### config.mk
export PLATFORM = sky130hd
export DESIGN_NAME = sacl_decide
export DESIGN_NICKNAME = d
export VERILOG_FILES = /design/src/design/sacl_pkg.sv /design/src/design/sacl_decide.sv
export SDC_FILE = /design/constraint.sdc
export NUM_CORES = 1
export LEC_CHECK = 0
export BUFFER_PORTS_ARGS = -buffer_cell sky130_fd_sc_hd__buf_2
export CORE_AREA = 3 3 242 244
export DETAILED_ROUTE_END_ITERATION = 12
export DIE_AREA = 0 0 245 247
export SLEW_MARGIN = 15
export SYNTH_ARGS = -nofsm -noshare
export SYNTH_HDL_FRONTEND = slang
export SYNTH_SLANG_ARGS = --single-unit
### constraint.sdc
create_clock -name vclk -period 39.6
set_clock_uncertainty 0.2 [all_clocks]
set_input_delay 9.9 -clock vclk [all_inputs]
set_output_delay 9.9 -clock vclk [all_outputs]
set_load 0.01 [all_outputs]
### src/design/sacl_pkg.sv
// Shared types and constants for the set-associative cache lookup core.
// No dependencies; every other file imports this package.
package sacl_pkg;

  localparam int NUM_SETS   = 256;
  localparam int NUM_WAYS   = 8;
  localparam int SET_W      = $clog2(NUM_SETS);
  localparam int WAY_W      = $clog2(NUM_WAYS);
  localparam int AGE_W      = 3;
  localparam int ADDR_W     = 32;
  localparam int TAG_W      = 32;
  localparam int CFG_IDX_W  = 3;
  localparam int CFG_DATA_W = 6;
  localparam int CNT_W      = 32;

  localparam logic [AGE_W-1:0] AGE_MAX = '1;

  // configuration register indexes
  typedef enum logic [CFG_IDX_W-1:0] {
    CFG_REPLACE_MODE  = 3'd0,
    CFG_ADDRESS_WIDTH = 3'd1,
    CFG_SET_BITS      = 3'd2,
    CFG_WAY_BITS      = 3'd3,
    CFG_OFFSET_BITS   = 3'd4
  } cfg_idx_t;

  typedef enum logic {
    MODE_LRU  = 1'b0,
    MODE_FIFO = 1'b1
  } replace_mode_t;

  typedef enum logic {
    ST_IDLE,
    ST_LOOKUP
  } state_t;

  typedef logic [NUM_WAYS-1:0][TAG_W-1:0] tag_row_t;

  typedef struct packed {
    logic [NUM_WAYS-1:0]            valid;
    logic [NUM_WAYS-1:0][AGE_W-1:0] age;
  } meta_row_t;

  typedef struct packed {
    logic             hit;
    logic             evicted;
    logic [WAY_W-1:0] way;
    logic             tag_we;
    meta_row_t        meta_next;
    tag_row_t         tags_next;
  } decision_t;

endpackage

### src/design/sacl_decide.sv
// Hit/miss decision for one set row: tag compare, free-way and victim
// search, age update. Depends on sacl_pkg. Purely combinational.
module sacl_decide
  import sacl_pkg::*;
(
  input  logic [TAG_W-1:0] block,
  input  logic [1:0]       way_bits,
  input  logic             replace_mode,
  input  tag_row_t         tags,
  input  meta_row_t        meta,
  output decision_t        dec
);

  logic [WAY_W:0]       way_cnt;
  logic [NUM_WAYS-1:0]  in_use;
  logic                 found;
  logic [WAY_W-1:0]     hit_way;
  logic                 has_free;
  logic [WAY_W-1:0]     free_way;
  logic [WAY_W-1:0]     victim;
  logic [WAY_W-1:0]     used;
  logic [AGE_W:0]       limit;
  logic                 do_age;

  assign way_cnt = (WAY_W+1)'(1) << way_bits;

  always_comb begin
    found    = 1'b0;
    hit_way  = '0;
    has_free = 1'b0;
    free_way = '0;
    victim   = '0;
    for (int w = 0; w < NUM_WAYS; w++) begin
      in_use[w] = (WAY_W+1)'(w) < way_cnt;
      if (in_use[w]) begin
        if (meta.valid[w]) begin
          if (!found && tags[w] == block) begin
            found   = 1'b1;
            hit_way = WAY_W'(w);
          end
        end else if (!has_free) begin
          has_free = 1'b1;
          free_way = WAY_W'(w);
        end
      end
    end
    // oldest line; strict compare keeps the lowest way on a tie
    for (int w = 1; w < NUM_WAYS; w++) begin
      if (in_use[w] && meta.age[w] > meta.age[victim]) begin
        victim = WAY_W'(w);
      end
    end
  end

  always_comb begin
    if (found) begin
      used = hit_way;
    end else if (has_free) begin
      used = free_way;
    end else begin
      used = victim;
    end
    limit  = found ? {1'b0, meta.age[hit_way]} : {1'b0, AGE_MAX} + 1'b1;
    do_age = !found || (replace_mode == MODE_LRU);

    dec.hit       = found;
    dec.evicted   = !found && !has_free;
    dec.way       = used;
    dec.tag_we    = !found;
    dec.meta_next = meta;
    dec.tags_next = tags;
    dec.tags_next[used] = block;
    if (do_age) begin
      for (int w = 0; w < NUM_WAYS; w++) begin
        if (in_use[w] && WAY_W'(w) != used && meta.valid[w] &&
            {1'b0, meta.age[w]} < limit && meta.age[w] != AGE_MAX) begin
          dec.meta_next.age[w] = meta.age[w] + 1'b1;
        end
      end
      dec.meta_next.age[used]   = '0;
      dec.meta_next.valid[used] = 1'b1;
    end
  end

endmodule
== Yosys cells after proc, flatten, opt, wreduce, memory -nomap -nowiden ==
Index checks and enable logic that the tools add are counted.
W data, S select, Z words.

* Output and inout port bits: 294
* Flip-flop bits (word level): 0
* Word-level logic and storage cells: 257

* Magnitude comparators: 32
* Equal/unequal tests: 23
* Shift operators: 1
* Bitwise gates (word level): 4
* Multiplexer cells: 130
* Reductions and logical operators: 59
* Add/sub/neg operators: 8

{| class="wikitable"
|+ Operator list
! operator !! count
|-
| $bwmux W256 || 1
|-
| $eq A32 B32 Y1 || 8
|-
| $mux W3 || 68
|-
| $demux W32 S3 || 1
|-
| $mux W32 || 2
|-
| $bmux W3 S3 || 7
|-
| $logic_and A1 B1 Y1 || 48
|-
| $mux W1 || 48
|-
| $lt A3 B4 Y1 || 8
|-
| $lt A3 B4 Y1 const B || 8
|-
| $add A3 B1 Y3 const B || 8
|-
| $and A24 B24 Y24 || 1
|-
| $ne A3 B3 Y1 const B || 8
|-
| $not A24 Y24 || 1
|-
| $gt A3 B3 Y1 || 7
|-
| $lt A3 B4 Y1 const A || 4
|-
| $ne A3 B3 Y1 const A || 4
|-
| $demux W3 S3 || 1
|-
| $logic_not A1 Y1 || 9
|-
| $lt A1 B4 Y1 const A || 2
|-
| $lt A2 B4 Y1 const A || 2
|-
| $or A8 B8 Y8 || 1
|-
| $ne A2 B3 Y1 const A || 2
|-
| $mux W4 || 1
|-
| other kinds (7) || 7
|}

== Logic depth before layout (Yosys ltp) ==
* Depth after elaboration: 49
* Mapped depth: 60
* Gate-level depth less buffers: 57

== Worst setup path before layout ==
No wires, ideal clock.

* Path kind: input port to output port
* Start point: input port meta[1] (netlist bit)
* End point: output port dec[142] (netlist bit)
* Slack: 9.658 ns
* Path buffers: 3
* Arrival time: 19.842 ns
* Required time: 29.500 ns
* Stages on the path: 54
* Path through: inv_1 > ha_1 > nor2b_1 > o21ai_0 > a21oi_1 > nor2_1 > a21oi_1 > ha_1 > nor2b_1 > o21a_1 > o211ai_1 > nor2_1 > a21oi_1 > inv_1 > ha_1 > nor2b_1 > o21ai_0 > a21oi_1 > [18 not listed] > ha_1 > nor2b_1 > o21a_1 > o21a_1 > inv_1 > nand2_1 > o311ai_0 > a31oi_1 > ha_1 > a31oi_1 > a211oi_1 > a21oi_1 > o21ai_2 > inv_2 > o211ai_1 > buf_2 > buf_4 > mux2_2

{| class="wikitable"
|+ RTL lines
! element !! RTL line !! source
|-
| start: declaration || sacl_decide.sv:10 || <nowiki>input meta_row_t meta,</nowiki>
|-
| end: declaration || sacl_decide.sv:11 || <nowiki>output decision_t dec</nowiki>
|}

==> results.toml <==
[status]
status = "finished, final reports clean"

[pwr]
power.ir.vdd_worst_mv = 0.0191
cellPowerDensity_nw_per_um2 = 17.4
leakage_nw = 6.45
report.power.total_uw = 244

[grt]
antenna_violations_before_repair = 25
grt_pass1_vias = 13500
groute.usage.overall_pct = 24.2
maximum_number_of_pins_on_one_net_before_global_route_repair = 41
global_route_wire_length_before_repair_um = 104000
globalRouteOverflowTotal = 0

[critical_path]
worst_path_largest_cell_delay_ns = 0.51
critical_path_arrival_ns = 21.69
critical_path.startpoint = "meta[1]"
end_kind = "output port"
worst_path_most_repeated_cell = "ha_1"
critical_path_class = "primary input to output port"
critPathRequiredTime_ns = 29.50
crit_path_start_kind = "primary input"
critPathSlowestCell = "buf_4"
critical_path_peak_fanout = 39

[clock_tree]
cts_resized = 0
postCtsHoldBufs = 0
cts_setup_buffers = 0

[routing]
drtAntennaViolNets = 0
vias = 14400
wire_per_inst_um = 28.0
totalWireLength_um = 78500
dr.pass1.iters = 6
drtIter0Drc = 1402
routed_via_density = 5.13
route.detailed.drc = 0

[timing]
grt_setup_unrepaired = "false"
slew_viol_final = 0
report.final.hold_viol_count = 0
final-setup-viol-count = 0
worstMarginPinSlew_ns = 1.20
fin_setup_tns_ns = 0
worst_slack_ns = 7.81
fin_crit_ns = 31.79
timing.final.crit_share_pct = 80.3
fmax_ghz = 0.0315
timing.slew.headroom_pct = 19.9

[worst_hold_path]
holdCritStartpoint = "tags[33]"
class_of_the_worst_hold_path = "primary input to output port"
holdPathEnd = "dec[33]"
min_path_cells = 4

[placement]
detailedPlace.worstSlack_ns = 7.99
numPortBuffers = 617
globalplace.congestion = 0.946
dp_hpwl_um = 64000
placed_cell_area_sq_um = 14000

[floorplan]
top_level_ports = 617
die_wd_um = 245
floorplan.die.height_um = 247
design.die.area_sq_um = 60500
starting_density_pct = 18.6
fp-row-count = 87
core_sq_um = 56500

[synth]
ys_warn_count = 0
mapped_cell_area_sq_um = 10500
post_synth_inst_count = 1502
synth.net_count = 1878
netlist-cell-type-count = 86
synth.avg_cell_area_sq_um = 7.01
synth_seq_area_share_pct = 0

[finish]
n_fill_cell = 6478
design_area_sq_um = 14000
sequential_cell_total = 0
syn_to_final_growth_pct = 33.2
post_route_cells_drive_above_1_share_pct = 38.9
seqCellArea_sq_um = 0
clock_buffers = 0
design.final.nets = 2403

[run]
timing.max_cap.violations = 0
[cells in the mapped netlist (10+ instances only)]
cell	number	area share (%)
a211oi_1	12	0.86
a21o_1	13	0.93
a21oi_1	32	1.5
a31oi_1	10	0.59
buf_2	46	2.2
buf_4	21	1.5
buf_6	25	2.7
clkbuf_1	24	0.86
ha_1	53	6.3
inv_1	36	1.3
mux2_1	58	6.2
mux2_2	105	11
nand2_1	329	12
nand2b_1	11	0.65
nand3_1	36	1.7
nand4_1	72	4.3
nor2_1	45	1.6
nor2b_1	12	0.71
nor3_1	33	1.6
nor4_1	63	3.7
o211ai_1	13	0.93
o21a_1	13	0.93
o21ai_0	23	1.1
or3_1	10	0.59
xnor2_1	131	11
xor2_1	122	10
[metrics by stage]
stage | hold WS [ns] | cells | utilization, %
after global routing | 19.94 | 2790 | 24.8
after floorplan | 19.68 | 1502 | -
final | 19.91 | 2799 | 24.8
after detailed placement | 19.91 | 2781 | 24.8
after CTS | 19.91 | 2781 | 24.8
after global placement | 19.91 | 2781 | 24.8
[metal layers]
layer	share of wire [%]	GRT usage (%)	up-vias
met1	42	31.4	6823
met5	0.034	0	-
met4	4.4	8.35	4
met3	9.0	4.71	184
met2	45	39.9	899
li1	-	-	6444
[cells in the final DEF (no fill, tap or decap), types with 8 or more instances in the layout]
| cell type | instances |
|---|---|
| a211oi_1 | 12 |
| a21o_1 | 13 |
| a21oi_1 | 32 |
| a31oi_1 | 10 |
| and3_1 | 8 |
| buf_2 | 617 |
| buf_4 | 23 |
| diode_2 | 18 |
| ha_1 | 53 |
| inv_1 | 36 |
| mux2_1 | 58 |
| mux2_2 | 105 |
| mux2i_1 | 8 |
| nand2_1 | 329 |
| nand2b_1 | 11 |
| nand3_1 | 36 |
| nand4_1 | 72 |
| nor2_1 | 45 |
| nor2b_1 | 12 |
| nor3_1 | 33 |
| nor4_1 | 63 |
| o211ai_1 | 13 |
| o21a_1 | 13 |
| o21ai_0 | 23 |
| o21ai_1 | 8 |
| or3_1 | 10 |
| xnor2_1 | 131 |
| xor2_1 | 122 |
[worst max path at each step]
stage          endpoint  cells after the start
4_1_cts        dec[268]                     57
3_5_place_dp   dec[268]                     57
3_3_place_gp   dec[268]                     57
5_1_grt        dec[274]                     58
2_1_floorplan  dec[142]                     54
6_report       dec[268]                     57
[critical path, delay by kind of cell]
family                     cells  cell delay, ns
AOI/OAI and AO/OA             27            6.06
muxes                          2            0.43
and+or+nand+nor               13            1.61
adders and majority gates      7            2.04
buffers and inverters          8            1.62
[cell families after synthesis]
family / share of synthesized area, %
compound gates: 13.1
xor+xnor: 21.5
fa+ha+maj: 6.29
buf+inv: 8.60
mux: 18.2
simple gates: 32.3
[layout make-up]
cell class | instances | area [sq um] | share of cell area [%]
diodes | 18 | 45.0 | 0.321
inverters | 38 | 143 | 1.02
multi-input cells | 1347 | 9640 | 68.7
well taps | 756 | 946 | 6.74
repair buffers | 640 | 3260 | 23.2
[power breakdown]
part / internal (mW) / leakage [nW] / switching, mW / total, mW
Sequential: 0 / 0 / 0 / 0
Clock: 0.00000000942 / 0.000109 / 0 / 0.00000000953
Combinational: 0.0911 / 6.45 / 0.153 / 0.244
No activity file was read; power rests on OpenSTA's default activity.
